$ cat config.mk
export PLATFORM = sky130hd
export DESIGN_NAME = mwcf_ram
export DESIGN_NICKNAME = d
export VERILOG_FILES = /design/src/rtl/mwcf_ram.sv
export SDC_FILE = /design/constraint.sdc
export NUM_CORES = 1
export LEC_CHECK = 0
export CAP_MARGIN = 10
export CORE_ASPECT_RATIO = 0.7
export CORE_UTILIZATION = 56
export CTS_CLUSTER_DIAMETER = 50
export DETAILED_ROUTE_END_ITERATION = 6
export DONT_BUFFER_PORTS = 1
export PLACE_DENSITY = 0.8
export SKIP_CTS_REPAIR_TIMING = 1
export SLEW_MARGIN = 20
export SYNTH_ARGS = -nofsm -noshare
export SYNTH_HDL_FRONTEND = slang
export SYNTH_SLANG_ARGS = --single-unit
$ cat constraint.sdc
create_clock -name clock -period 3.8 [get_ports clock]
set_clock_uncertainty 0.2 [all_clocks]
set_input_delay 0.38 -clock clock [delete_from_list [all_inputs] [get_ports clock]]
set_output_delay 0.38 -clock clock [all_outputs]
set_load 0.005 [all_outputs]
$ cat src/rtl/mwcf_ram.sv
// ----------------------------------------------------------------------------
// Minimum weight cycle finder RAM
// Simple dual port memory, one write and one registered read per cycle.
// ----------------------------------------------------------------------------
module mwcf_ram #(
   parameter int DEPTH = 16,
   parameter int WIDTH = 8
) (
   input  logic                     clock,
   input  logic                     wr_en,
   input  logic [$clog2(DEPTH)-1:0] wr_addr,
   input  logic [WIDTH-1:0]         wr_data,
   input  logic [$clog2(DEPTH)-1:0] rd_addr,
   output logic [WIDTH-1:0]         rd_data
);

   logic [WIDTH-1:0] mem_ff [DEPTH];
   logic [WIDTH-1:0] rd_data_ff;

   always_ff @(posedge clock) begin
      if (wr_en) begin
         mem_ff[wr_addr] <= wr_data;
      end
      rd_data_ff <= mem_ff[rd_addr];
   end

   assign rd_data = rd_data_ff;

endmodule

==> results.toml <==
[status]
status = "completed"

[layout]
final_common_cell = "edfxtp_1"
fin_nets = 265
syn2layout_area_growth_pct = 14.2
final_cells = 381
drive_gt1_share_pct = 19.2
fill_cells = 546
layout_common_cells = "edfxtp_1 (128), mux4_2 (18), clkbuf_16 (17), a22oi_1 (16), mux4_1 (14)"
post-route-util_pct = 67.7

[sta]
final.period_utilization_pct = 45.1
finalSetupTns_ns = 0
tightestPinTransition_ns = 0.954
rsz0062_at_grt = "false"
relSlewSlack_pct = 36.2
slew_viol_final = 0
hold_viol_final = 0
min_period_ns = 1.71
timing.fmax_ghz = 0.584
setup_viol = 0

[hold_path]
hp-class = "input port to flip-flop"

[yosys]
synthCells = 229
synthMuxAreaShare_pct = 15.0
synth-xor-area-share_pct = 0
synthTopCellsByArea = "edfxtp_1 (75%), mux4_2 (7.9%), mux4_1 (7.1%)"
synthSimpleGateAreaFrac_pct = 3.18
netlist-cell-type-count = 19
synthAdderAreaFrac_pct = 0
synth.net_count = 247
synth-seq-cells = 136
netlist.area_leader.share_pct = 74.7
synthesis.area_per_instance_um2 = 22.5
synth_compound_area_share_pct = 2.33
synth_top_family_by_area = "multiplexers"
seq_area_frac_synth_pct = 77.8
syn-cell-area_mm2 = 0.00515
yosysWarnings = 0
synth_top_area_cell = "edfxtp_1"

[clock_network]
clkTransAtPathRegs_ns = 0.06
cts_tree = "built"
htreeDepth = 4
cts-root-buf = "clkbuf_16"
clock-sinks = 136
cts_buffer_depth = 2
cts_buffers = 17
clk_latency_ns = 0.42

[worst_setup_path]
cpPeakStageDelay_ns = 0.63
cp_cell_sequence = "or3b_2, nor2_1"
crit_path_top_delay_cell = "nor2_1"
startpoint_type = "input port"
arrival_ns = 1.55
cp-end-kind = "flip-flop"
critPathTopFamily = "simple AND/OR/NAND/NOR gates"
path_buf_inv = 0
cp_max_fo = 8
worstPathRequired_ns = 3.64
crit_type = "input port to flip-flop"

[global_routing]
grt-ovfl-total = 0
grt_usage_pct = 23.3
grt_pass1_wl_um = 14200
grt_max_degree = 33
first_global_vias = 2303
antenna_found_initial = 1

[place]
dp.cells = 340
place_congestion = 0.762
io_buffer_count = 0
dp_hpwl_um = 5970

[floorplanning]
die-area_mm2 = 0.00959
rows = 28
die_x_um = 117
fp.coreArea_mm2 = 0.00869
io_pins = 26
fp.dieH_um = 82.2
initial_core_util_pct = 59.2

[drt]
wl_per_cell_um = 25.7
vias_per_cell = 6.13
totalWireLength_um = 9780
drt_pre_antenna_iters = 4
drc = 0
first_iter_violations = 262
postRouteAntennaNets = 0
vias = 2336

[power]
p_total_mw = 3.35
powerDensity_mw_per_mm2 = 570
ir_drop_mv = 0.483
power_leakage_nw = 1.90

[job]
maxCapViolCount = 0
-- final timing paths --
path	startpoint	endpoint	slack, ns	cells past startpoint
setup reg to reg	mem_ff[6][4]$_DFFE_PP_	rd_data[4]$_DFF_P_	2.19	3
hold / removal	wr_addr[0]	mem_ff[0][0]$_DFFE_PP_	0.04	1
hold reg to reg	mem_ff[14][2]$_DFFE_PP_	rd_data[2]$_DFF_P_	0.48	3
setup / recovery	wr_addr[2]	mem_ff[2][2]$_DFFE_PP_	2.09	2
-- sequential cells by signal, summed over array words and instances, names as in the netlist --
register and cells:
rd_data 8, mem_ff 128
-- per-layer routing --
layer / vias up / wire length [um] / GRT usage (%)
li1: 1011 / - / -
met1: 1204 / 4180 / 33.6
met2: 107 / 4380 / 32.8
met3: 14 / 1070 / 8.18
met4: 0 / 150 / 9.62
met5: - / 0 / 0
-- logic make-up (layout without fill, tap and decap cells) --
kind of cell | after synthesis | after routing
muxes | 32 | 32
other | 0 | 1
buffers and inverters | 10 | 41
and+or+nand+nor | 35 | 35
AOI/OAI and AO/OA | 16 | 16
DFF | 136 | 136
-- per-stage QoR --
step | hold slack [ns] | area [um2] | setup WS, ns
5_1_grt | 0.0251 | 5880 | 2.06
4_1_cts | -0.160 | 5780 | 1.86
3_5_place_dp | 0.279 | 5220 | 1.45
3_3_place_gp | 0.280 | 5220 | 1.52
6_report | 0.0355 | 5880 | 2.09
2_1_floorplan | 0.279 | 5150 | 1.73
-- power breakdown --
part | leakage, nW | switching, mW | total, mW | internal [mW]
sequential | 1.22 | 0.0108 | 1.69 | 1.68
clock | 0.262 | 0.592 | 1.54 | 0.950
combinational | 0.412 | 0.0634 | 0.117 | 0.0531
total | 1.90 | 0.667 | 3.35 | 2.68
-- synth_stat cells --
master and number:
a22oi_1 16, buf_6 3, nor3_1 4, nand3b_1 2, clkdlybuf4s25_2 3, buf_2 3
and2b_1 1, nor2_1 13, nand3_1 1, nand2b_1 2, mux4_2 18, nand2_1 9
and2_1 1, edfxtp_1 128, nor2b_1 1, dfxtp_1 8, buf_4 1, mux4_1 14
or3b_2 1
-- final cells by class --
type,count,area (um2),area share [%]
clock buffer,17,425,7.24
sequential,136,4000,68.1
multi-input combinational,83,1070,18.2
clock inverter,15,136,2.32
timing repair buffer,9,87.6,1.49
tap,120,150,2.55
antenna,1,2.50,0.0426
Power figures use the tool's default switching activity.
