[config.mk]
export PLATFORM = sky130hd
export DESIGN_NAME = mwcf_seq
export DESIGN_NICKNAME = d
export VERILOG_FILES = /design/src/rtl/mwcf_pkg.sv /design/src/rtl/mwcf_seq.sv
export SDC_FILE = /design/constraint.sdc
export NUM_CORES = 1
export LEC_CHECK = 0
export BUFFER_PORTS_ARGS = -buffer_cell sky130_fd_sc_hd__buf_2
export CAP_MARGIN = 10
export CORE_MARGIN = 5
export CORE_UTILIZATION = 50
export CTS_CLUSTER_DIAMETER = 150
export CTS_CLUSTER_SIZE = 12
export DETAILED_ROUTE_END_ITERATION = 8
export PLACE_DENSITY = 0.8
export SLEW_MARGIN = 5
export SYNTH_ARGS = -nofsm -noshare
export SYNTH_HDL_FRONTEND = slang
export SYNTH_SLANG_ARGS = --single-unit
[constraint.sdc]
create_clock -name clock -period 27.7 [get_ports clock]
set_input_delay 2.77 -clock clock [delete_from_list [all_inputs] [get_ports clock]]
set_output_delay 2.77 -clock clock [all_outputs]
set_load 0.02 [all_outputs]
[src/rtl/mwcf_pkg.sv]
// ----------------------------------------------------------------------------
// Minimum weight cycle finder package
// Operation codes, output limits and the result record of the sequencer.
// ----------------------------------------------------------------------------
package mwcf_pkg;

   localparam logic [1:0] OP_LOAD    = 2'd0;
   localparam logic [1:0] OP_COMPUTE = 2'd1;
   localparam logic [1:0] OP_CLEAR   = 2'd2;
   localparam logic [1:0] OP_NOP     = 2'd3;

   localparam int OUT_BITS = 15;
   localparam logic [OUT_BITS-1:0] OUT_MAX = 15'h7FFF;
   localparam logic [7:0] VCOUNT_RESET = 8'd128;

   typedef struct packed {
      logic                valid;
      logic                found;
      logic [OUT_BITS-1:0] weight;
   } result_type;

endpackage

[src/rtl/mwcf_seq.sv]
// ----------------------------------------------------------------------------
// Minimum weight cycle finder sequencer
// Loads and clears the weight matrix and runs one Dijkstra search per edge.
// ----------------------------------------------------------------------------
module mwcf_seq import mwcf_pkg::*; #(
   parameter int MAX_VERTICES = 128,
   parameter int WEIGHT_BITS  = 8
) (
   input  logic                                   clock,
   input  logic                                   reset,
   input  logic                                   req_valid,
   output logic                                   req_ready,
   input  logic [1:0]                             req_op,
   input  logic [6:0]                             req_a,
   input  logic [6:0]                             req_b,
   input  logic [7:0]                             req_w,
   input  logic [7:0]                             vertex_count,
   output logic                                   m_we,
   output logic [2*$clog2(MAX_VERTICES)-1:0]      m_waddr,
   output logic [WEIGHT_BITS-1:0]                 m_wdata,
   output logic [2*$clog2(MAX_VERTICES)-1:0]      m_raddr,
   input  logic [WEIGHT_BITS-1:0]                 m_rdata,
   output logic                                   d_we,
   output logic [$clog2(MAX_VERTICES)-1:0]        d_waddr,
   output logic [WEIGHT_BITS+$clog2(MAX_VERTICES)-1:0] d_wdata,
   output logic [$clog2(MAX_VERTICES)-1:0]        d_raddr,
   input  logic [WEIGHT_BITS+$clog2(MAX_VERTICES)-1:0] d_rdata,
   output result_type                             result,
   input  logic                                   result_take
);

   localparam int VW  = $clog2(MAX_VERTICES);
   localparam int CW  = VW + 1;
   localparam int DW  = WEIGHT_BITS + VW;
   localparam int MAW = 2 * VW;
   localparam int WIN = (WEIGHT_BITS < 8) ? WEIGHT_BITS : 8;

   typedef enum logic [3:0] {
      S_CLEAR, S_IDLE, S_LOAD2, S_EDGE_RD, S_EDGE_CHK, S_SCAN, S_SCAN_END,
      S_SCAN_DEC, S_RELAX, S_RELAX_END, S_DONE
   } state_type;

   state_type               state_ff, state_in;
   logic [MAW-1:0]          clr_ff, clr_in;
   logic [CW-1:0]           n_ff, n_in;
   logic [VW-1:0]           i_ff, i_in, k_ff, k_in;
   logic [VW-1:0]           idx_ff, idx_in, pidx_ff, pidx_in, near_ff, near_in;
   logic                    pv_ff, pv_in, any_ff, any_in, best_ok_ff, best_ok_in;
   logic [DW-1:0]           nd_ff, nd_in, best_ff, best_in;
   logic [WEIGHT_BITS-1:0]  ew_ff, ew_in;
   logic [MAX_VERTICES-1:0] visited_ff, visited_in, reached_ff, reached_in;

   logic [WEIGHT_BITS-1:0]  w_new;
   logic [VW-1:0]           a_idx, b_idx;
   logic                    in_range, idx_last, take_v, skip, upd;
   logic [CW-1:0]           n_new, adv_k, adv_i2;
   logic [DW-1:0]           cand, tot;
   state_type               adv_state;
   logic [VW-1:0]           adv_i_val, adv_k_val;

   assign w_new    = WEIGHT_BITS'(req_w[WIN-1:0]);
   assign a_idx    = VW'(req_a);
   assign b_idx    = VW'(req_b);
   assign in_range = (int'(req_a) < MAX_VERTICES) && (int'(req_b) < MAX_VERTICES);
   assign n_new    = (int'(vertex_count) > MAX_VERTICES) ? CW'(MAX_VERTICES)
                                                        : CW'(vertex_count);
   assign idx_last = (({1'b0, idx_ff}) + CW'(1)) == n_ff;
   assign take_v   = !visited_ff[pidx_ff] && reached_ff[pidx_ff] &&
                     (!any_ff || (d_rdata < nd_ff));
   assign skip     = (m_rdata == '0) || ((near_ff == i_ff) && (pidx_ff == k_ff)) ||
                     ((near_ff == k_ff) && (pidx_ff == i_ff));
   assign cand     = nd_ff + DW'(m_rdata);
   assign upd      = !skip && (!reached_ff[pidx_ff] || (cand < d_rdata));
   assign tot      = nd_ff + DW'(ew_ff);
   assign adv_k    = {1'b0, k_ff} + CW'(1);
   assign adv_i2   = {1'b0, i_ff} + CW'(2);

   always_comb begin
      adv_i_val = i_ff;
      adv_k_val = k_ff;
      adv_state = S_DONE;
      if (adv_k < n_ff) begin
         adv_k_val = VW'(adv_k);
         adv_state = S_EDGE_RD;
      end else if (adv_i2 < n_ff) begin
         adv_i_val = i_ff + VW'(1);
         adv_k_val = VW'(adv_i2);
         adv_state = S_EDGE_RD;
      end
   end

   always_comb begin
      state_in   = state_ff;
      clr_in     = clr_ff;
      n_in       = n_ff;
      i_in       = i_ff;
      k_in       = k_ff;
      idx_in     = idx_ff;
      pidx_in    = pidx_ff;
      near_in    = near_ff;
      pv_in      = pv_ff;
      any_in     = any_ff;
      best_ok_in = best_ok_ff;
      nd_in      = nd_ff;
      best_in    = best_ff;
      ew_in      = ew_ff;
      visited_in = visited_ff;
      reached_in = reached_ff;
      req_ready  = 1'b0;
      m_we       = 1'b0;
      m_waddr    = '0;
      m_wdata    = '0;
      m_raddr    = '0;
      d_we       = 1'b0;
      d_waddr    = '0;
      d_wdata    = '0;
      d_raddr    = idx_ff;
      result     = '0;

      case (state_ff)
         S_CLEAR: begin
            m_we    = 1'b1;
            m_waddr = clr_ff;
            clr_in  = clr_ff + MAW'(1);
            if (clr_ff == '1) begin
               state_in = S_IDLE;
            end
         end
         S_IDLE: begin
            req_ready = 1'b1;
            if (req_valid) begin
               case (req_op)
                  OP_LOAD: begin
                     if (in_range) begin
                        m_we     = 1'b1;
                        m_waddr  = {a_idx, b_idx};
                        m_wdata  = w_new;
                        i_in     = a_idx;
                        k_in     = b_idx;
                        ew_in    = w_new;
                        state_in = S_LOAD2;
                     end
                  end
                  OP_COMPUTE: begin
                     n_in       = n_new;
                     best_ok_in = 1'b0;
                     i_in       = '0;
                     k_in       = VW'(1);
                     state_in   = (n_new < CW'(2)) ? S_DONE : S_EDGE_RD;
                  end
                  OP_CLEAR: begin
                     clr_in   = '0;
                     state_in = S_CLEAR;
                  end
                  default: begin
                  end
               endcase
            end
         end
         S_LOAD2: begin
            m_we     = 1'b1;
            m_waddr  = {k_ff, i_ff};
            m_wdata  = ew_ff;
            state_in = S_IDLE;
         end
         S_EDGE_RD: begin
            m_raddr  = {i_ff, k_ff};
            state_in = S_EDGE_CHK;
         end
         S_EDGE_CHK: begin
            if (m_rdata == '0) begin
               i_in     = adv_i_val;
               k_in     = adv_k_val;
               state_in = adv_state;
            end else begin
               ew_in            = m_rdata;
               visited_in       = '0;
               reached_in       = '0;
               reached_in[i_ff] = 1'b1;
               d_we             = 1'b1;
               d_waddr          = i_ff;
               idx_in           = '0;
               any_in           = 1'b0;
               pv_in            = 1'b0;
               state_in         = S_SCAN;
            end
         end
         S_SCAN, S_SCAN_END: begin
            if (pv_ff && take_v) begin
               any_in  = 1'b1;
               near_in = pidx_ff;
               nd_in   = d_rdata;
            end
            if (state_ff == S_SCAN) begin
               pv_in   = 1'b1;
               pidx_in = idx_ff;
               idx_in  = idx_ff + VW'(1);
               if (idx_last) begin
                  state_in = S_SCAN_END;
               end
            end else begin
               pv_in    = 1'b0;
               state_in = S_SCAN_DEC;
            end
         end
         S_SCAN_DEC: begin
            if (!any_ff) begin
               i_in     = adv_i_val;
               k_in     = adv_k_val;
               state_in = adv_state;
            end else begin
               visited_in[near_ff] = 1'b1;
               if (near_ff == k_ff) begin
                  if (!best_ok_ff || (tot < best_ff)) begin
                     best_in    = tot;
                     best_ok_in = 1'b1;
                  end
                  i_in     = adv_i_val;
                  k_in     = adv_k_val;
                  state_in = adv_state;
               end else if (best_ok_ff && (nd_ff > best_ff)) begin
                  i_in     = adv_i_val;
                  k_in     = adv_k_val;
                  state_in = adv_state;
               end else begin
                  idx_in   = '0;
                  pv_in    = 1'b0;
                  state_in = S_RELAX;
               end
            end
         end
         S_RELAX, S_RELAX_END: begin
            if (pv_ff && upd) begin
               d_we                = 1'b1;
               d_waddr             = pidx_ff;
               d_wdata             = cand;
               reached_in[pidx_ff] = 1'b1;
            end
            if (state_ff == S_RELAX) begin
               m_raddr = {near_ff, idx_ff};
               pv_in   = 1'b1;
               pidx_in = idx_ff;
               idx_in  = idx_ff + VW'(1);
               if (idx_last) begin
                  state_in = S_RELAX_END;
               end
            end else begin
               pv_in    = 1'b0;
               idx_in   = '0;
               any_in   = 1'b0;
               state_in = S_SCAN;
            end
         end
         S_DONE: begin
            result.valid = 1'b1;
            result.found = best_ok_ff;
            if (best_ok_ff) begin
               result.weight = (32'(best_ff) > 32'(OUT_MAX)) ? OUT_MAX
                                                             : OUT_BITS'(best_ff);
            end
            if (result_take) begin
               state_in = S_IDLE;
            end
         end
         default: begin
            state_in = S_IDLE;
         end
      endcase
   end

   always_ff @(posedge clock) begin
      if (reset) begin
         state_ff <= S_CLEAR;
         clr_ff   <= '0;
         pv_ff    <= 1'b0;
      end else begin
         state_ff <= state_in;
         clr_ff   <= clr_in;
         pv_ff    <= pv_in;
      end
      n_ff       <= n_in;
      i_ff       <= i_in;
      k_ff       <= k_in;
      idx_ff     <= idx_in;
      pidx_ff    <= pidx_in;
      near_ff    <= near_in;
      any_ff     <= any_in;
      best_ok_ff <= best_ok_in;
      nd_ff      <= nd_in;
      best_ff    <= best_in;
      ew_ff      <= ew_in;
      visited_ff <= visited_in;
      reached_ff <= reached_in;
   end

endmodule

==> results_dict.tcl, run 1 <==
set metrics [dict create \
    status "finished with violations" \
    violations "design-rule violations" \
    grt_max_degree 91 \
    place_inst 2748 \
    avgSynthCellArea_um2 10.21 \
    slew_viol_final 0 \
    clk_path_buf_depth 3 \
    grt_first_pass_wirelength_um 105200 \
    ir_drop_uv 45.85 \
    hold_path_class "flop to flop" \
    post_dp_cell_area_mm2 0.02295 \
    postCtsHoldBufs 0 \
    die-area_mm2 0.04782 \
    h-tree-depth 2 \
    synth_enable_flop_cells 339 \
    p_leak_nw 8.927 \
    synthFlopType "edfxtp_1" \
    setup_viol 0 \
    antenna_found_initial 2 \
    setup_tns_ps 0 \
    syn_to_final_growth_pct 9.844 \
    async_flop_share_pct 0 \
    antenna_left 0 \
    port_buffers 143 \
    final.min_clock_period_ps 10480 \
    worstMarginPinSlew_ps 1108 \
    clock_skew_ps 23.90 \
    slew_headroom_pct 25.48 \
    layout-drive-gt1-share_pct 13.65 \
    p_total_mw 1.108 \
    drc 11 \
    path_class "input port to primary output" \
    num_vias 19038 \
    postSynthCellCount 2133 \
    rows 76 \
    grt_overflow 0 \
    cts_tree "built" \
    crit_arrival_ps 7710 \
    yosysSeqAreaShare_pct 48.50 \
    r2r_start "nd_ff[0]$_DFFE_PP_" \
    maxCapViolCount 0 \
    worstSkewPairLatency_ps 560 \
    final_cells 2798 \
    grt_usage_pct 27.89 \
    end_kind "primary output" \
    drt_wl_total_um 69580 \
    initial_core_util_pct 50.54 \
    io_pins 144 \
    first_pass_iters 9 \
    n_antenna_cell 0 \
    post_drt_wl_per_cell_um 24.87 \
    clock-sinks 358 \
    die_h_um 218.7 \
    fmax_mhz 95.43 \
    hold_viol 0 \
    rr_worst_depth 18 \
    grt_setup_unrepaired "false" \
    clkSlewWorstSetupHoldPaths_ps 70 \
    root_buffer "clkbuf_16" \
    worstPathRequired_ps 24930 \
    layout_commonest_cell "edfxtp_1" \
    final.period_utilization_pct 37.83 \
    endpoint "d_waddr[3]" \
    gp_congestion 0.9424 \
    final_area_mm2 0.02392 \
    grt_pass1_vias 18710 \
    startpoint "m_rdata[0]" \
    r2r_slack_ps 21020 \
    core_mm2 0.04308 \
    ys_warn_count 0 \
    cts_setup_buffers 0 \
    dieWidth_um 218.7 \
    viasPerCell 6.804 \
    startpoint_type "input port" \
    nets 2359 \
    dp_hpwl_um 45060 \
    synthesis.nets 2292 \
    ys_ff_latch 358 \
    syn_area_mm2 0.02177 \
    cts_resized 0 \
    yosysUniqueCellTypes 84 \
    numCtsBuffers 35 \
    r2r-end "reached_ff[27]$_DFFE_PP_" \
    n_fill_cell 3632 \
    layout_common_cells "edfxtp_1 (339), a21oi_1 (313), nor2_1 (208), buf_2 (143), o22ai_1 (135)" \
    cp_max_fo 19 \
    dr.first_iter.drc_count 3626 \
    fin_hold_ws_ps 527.2 \
    power_density_mw_per_mm2 46.35 \
]
cells by family (layout without fill, tap and decap cells):
family	after synthesis	count (layout)	share of synthesized area, %
AOI/OAI and AO/OA	700	700	20.04
xor gates and xnor gates	89	89	3.643
adders and majority gates	100	100	5.816
buffers and inverters	251	331	4.816
DFF	358	358	48.50
muxes	77	77	4.770
and+or+nand+nor	558	558	12.41
through the flow:
| stage | setup slack [ps] | utilization [%] |
|---|---|---|
| final | 17220 | 55.52 |
| after floorplan | 14500 | - |
| after detailed placement | 17500 | 53.27 |
| after global placement | 17510 | 53.27 |
| after CTS | 17450 | 55.52 |
| after global routing | 16890 | 55.52 |
routing by layer:
metal  wire, µm  GRT usage (%)  vias to the layer above
li1           -              -                     8209
met3       9357          7.176                      308
met4       3496          12.48                        4
met5         23              0                        -
met1      25000          35.63                     8989
met2      31700          45.00                     1528
registers in the layout, indices dropped and copies added (netlist names):
name        count
reached_ff    128
pidx_ff         7
nd_ff          15
near_ff         7
clr_ff         14
i_ff            7
visited_ff    128
best_ok_ff      1
pv_ff           1
k_ff            7
state_ff        4
ew_ff           8
n_ff            8
d_raddr         7
any_ff          1
best_ff        15
power breakdown:
group,switching [mW],internal [mW]
Sequential,0.00931,0.590
Clock,0.208,0.235
Combinational,0.0413,0.0258
worst min path at each step:
stage / start / depth (start not counted) / endpoint
floorplan: pidx_ff[4]$_DFFE_PP_ / 0 / near_ff[4]$_DFFE_PP_
global placement: pv_ff$_SDFFE_PP0P_ / 2 / pv_ff$_SDFFE_PP0P_
detailed placement: pv_ff$_SDFFE_PP0P_ / 2 / pv_ff$_SDFFE_PP0P_
CTS: pv_ff$_SDFFE_PP0P_ / 2 / pv_ff$_SDFFE_PP0P_
global route: clr_ff[8]$_SDFFE_PP0P_ / 2 / clr_ff[8]$_SDFFE_PP0P_
finish: pv_ff$_SDFFE_PP0P_ / 2 / pv_ff$_SDFFE_PP0P_
synth_stat cells (all sizes together) (26+ instances only):
master,number,share of area [%]
xnor2,61,2.5
nor2,212,3.7
nor2b,30,0.86
nor3,32,0.74
edfxtp,339,47
nand2,108,1.9
o22ai,135,3.9
and3,26,0.75
mux2,32,1.7
mux2i,28,1.3
o21ai,65,1.5
clkbuf,118,2.0
a21oi,313,7.2
xor2,27,1.1
nand3,40,0.94
buf,36,1.1
ha,98,5.6
inv,94,1.6
cell type report:
class | count | area (µm²) | area share [%]
clock inverters | 2 | 32.53 | 0.1360
repair buffers | 184 | 1023 | 4.280
inverters | 97 | 364.1 | 1.522
flip-flops and latches | 358 | 10560 | 44.16
multi-input cells | 1524 | 10270 | 42.94
clock buffers | 48 | 934.6 | 3.908
well taps | 585 | 732.0 | 3.061
worst max-delay path, cell delays in order:
cell,delay (ps)
buf_2,110
ha_1,170
inv_1,60
fa_1,410
nor2b_1,120
o21ai_0,100
a21boi_0,370
o21ai_0,240
a211oi_1,530
xnor2_1,240
ha_1,300
a2111oi_0,420
o21ai_0,150
o21ai_0,90
o21ai_0,100
a21oi_1,440
o21ai_4,330
o21ai_1,500
buf_2,260
No activity file was read; power rests on OpenSTA's default activity.
==> run 2, diff against run 1 <==
clock period = 9.9 ns   (was 27.7 ns; I/O delays follow)
==> run 2 against run 1 <==
The run now ends clean; non-clock buffer count fell by 5; sequential cell count unchanged; worst hold slack improved by 3.8 ps; wire length shrank 1.6%; total power grew to 2.8 times the previous value; highest routed layer is now met4; final area about the same; largest power group unchanged; register-to-register slack worse by 18000 ps; setup slack worse by 14000 ps; die area is the same; clock skew shrank 3.2 ps; via count is 0.74% higher; sequential power rose to 2.8 times the previous value.
==> results_dict.tcl, run 2 (same netlist as run 1, synthesis figures left out) <==
set metrics [dict create \
    status "finished, final reports clean" \
    p_total_mw 3.110 \
    die_h_um 218.7 \
    clock-sinks 358 \
    p_int_mw 2.392 \
    rr_worst_depth 19 \
    antenna_found_initial 0 \
    grt_setup_unrepaired "false" \
    post_drt_wl_per_cell_um 24.52 \
    slew_headroom_pct 17.97 \
    hold_viol 0 \
    p_leak_nw 8.921 \
    cts_setup_buffers 0 \
    seqPwrFrac_pct 53.9 \
    n_antenna_cell 0 \
    p_clk_share_pct 40.1 \
    worstSkewPairLatency_ps 540 \
    core_mm2 0.04308 \
    layout_commonest_cell "edfxtp_1" \
    cts_resized 0 \
    r2r_start "nd_ff[0]$_DFFE_PP_" \
    setup_viol 0 \
    num_vias 19179 \
    startpoint_type "input port" \
    setup_tns_ps 0 \
    power_density_mw_per_mm2 130.0 \
    gp_congestion 0.9485 \
    endpoint "d_waddr[3]" \
    final.period_utilization_pct 69.74 \
    grt_overflow 0 \
    clkSlewWorstSetupHoldPaths_ps 70 \
    end_kind "primary output" \
    drc 0 \
    antenna_left 0 \
    viasPerCell 6.867 \
    p_switching_mw 0.7179 \
    grt_pass1_vias 18374 \
    r2r-end "reached_ff[68]$_DFFE_PP_" \
    layout_common_cells "edfxtp_1 (339), a21oi_1 (313), nor2_1 (208), buf_2 (143), o22ai_1 (135)" \
    worstPathRequired_ps 8910 \
    postCtsHoldBufs 0 \
    clk_path_buf_depth 3 \
    hold_path_class "flop to flop" \
    grt_max_degree 93 \
    drt_wl_total_um 68500 \
    p_comb_share_pct 6.0 \
    io_pins 144 \
    ir_drop_uv 147.1 \
    h-tree-depth 2 \
    slew_viol_final 0 \
    root_buffer "clkbuf_16" \
    worstMarginPinSlew_ps 1229 \
    startpoint "m_rdata[0]" \
    cts_tree "built" \
    grt_first_pass_wirelength_um 103400 \
    layout-drive-gt1-share_pct 13.50 \
    grt_usage_pct 27.25 \
    numCtsBuffers 35 \
    first_pass_iters 9 \
    fmax_mhz 144.8 \
    worst_slack_ps 2996 \
    reg_top3 "reached_ff x128, visited_ff x128" \
    sw_frac_of_total_pct 23.08 \
    maxCapViolCount 0 \
    path_class "input port to primary output" \
    syn_to_final_growth_pct 9.867 \
    dr.first_iter.drc_count 3282 \
    initial_core_util_pct 50.54 \
    dp_slack_ps 2707 \
    final_util_pct 55.53 \
    nets 2354 \
    dp_hpwl_um 44100 \
    final.min_clock_period_ps 6904 \
    fin_hold_ws_ps 531.0 \
    rows 76 \
    die-area_mm2 0.04782 \
    r2r_slack_ps 3310 \
    cp_max_fo 19 \
    clock_skew_ps 20.70 \
    port_buffers 143 \
    dieWidth_um 218.7 \
    crit_arrival_ps 5910 \
]
run 2: changes by cell type in the layout (fill, tap and decap cells not counted), sizes merged:
cell	before	now
buf	184	179
clkinv	5	4
inv	94	95
run 2: area by class of cell:
class | count | area, µm²
clock buffer | 48 | 955.9
sequential | 358 | 10560
inverter | 97 | 364.1
multi-input combinational | 1524 | 10280
tap | 585 | 732.0
timing repair buffer | 179 | 1002
clock inverter | 2 | 25.02
fill | 3621 | 19160
run 2: how the worst min path moves through the flow:
stage / start / to / slack, ps / cells past startpoint
after floorplan: pidx_ff[4]$_DFFE_PP_ / near_ff[4]$_DFFE_PP_ / 420 / 0
after global placement: pv_ff$_SDFFE_PP0P_ / pv_ff$_SDFFE_PP0P_ / 510 / 2
after detailed placement: pv_ff$_SDFFE_PP0P_ / pv_ff$_SDFFE_PP0P_ / 510 / 2
after CTS: pv_ff$_SDFFE_PP0P_ / pv_ff$_SDFFE_PP0P_ / 520 / 2
after global routing: pv_ff$_SDFFE_PP0P_ / pv_ff$_SDFFE_PP0P_ / 550 / 2
final: pv_ff$_SDFFE_PP0P_ / pv_ff$_SDFFE_PP0P_ / 530 / 2
run 2: worst max-delay path, cell delays in order:
cell	delay, ps
buf_2	110
ha_1	180
inv_1	60
fa_1	390
nor2b_1	120
o21ai_0	110
a21boi_0	370
o21ai_0	230
a211oi_1	440
nand3_1	170
xnor2_1	190
ha_1	210
a2111oi_0	430
o21ai_0	170
o21ai_0	100
o21ai_0	90
a21oi_1	450
o21ai_4	320
o21ai_1	510
buf_2	260
run 2: per-stage QoR:
| step | cells | area, µm² |
|---|---|---|
| 2_1_floorplan | 2133 | 21780 |
| 3_3_place_gp | 2742 | 22930 |
| 3_5_place_dp | 2742 | 22930 |
| 4_1_cts | 2792 | 23910 |
| 5_1_grt | 2793 | 23920 |
| 6_report | 2793 | 23920 |
run 2: metal layers:
| metal | global-route usage, % | up-vias | wire length (µm) |
|---|---|---|---|
| met2 | 43.37 | 1521 | 31080 |
| met4 | 12.85 | 0 | 3643 |
| met1 | 35.70 | 9132 | 24930 |
| li1 | - | 8212 | - |
| met5 | 0 | - | 0 |
| met3 | 6.012 | 314 | 8843 |
run 2: power groups by stage:
stage          sequential, mW  clock, mW  combinational (mW)
4_1_cts                  1.67       1.25               0.183
5_1_grt                  1.68       1.31               0.202
3_3_place_gp             1.71          0               0.177
2_1_floorplan            1.69          0               0.129
3_5_place_dp             1.71          0               0.182
6_report                 1.68       1.25               0.187
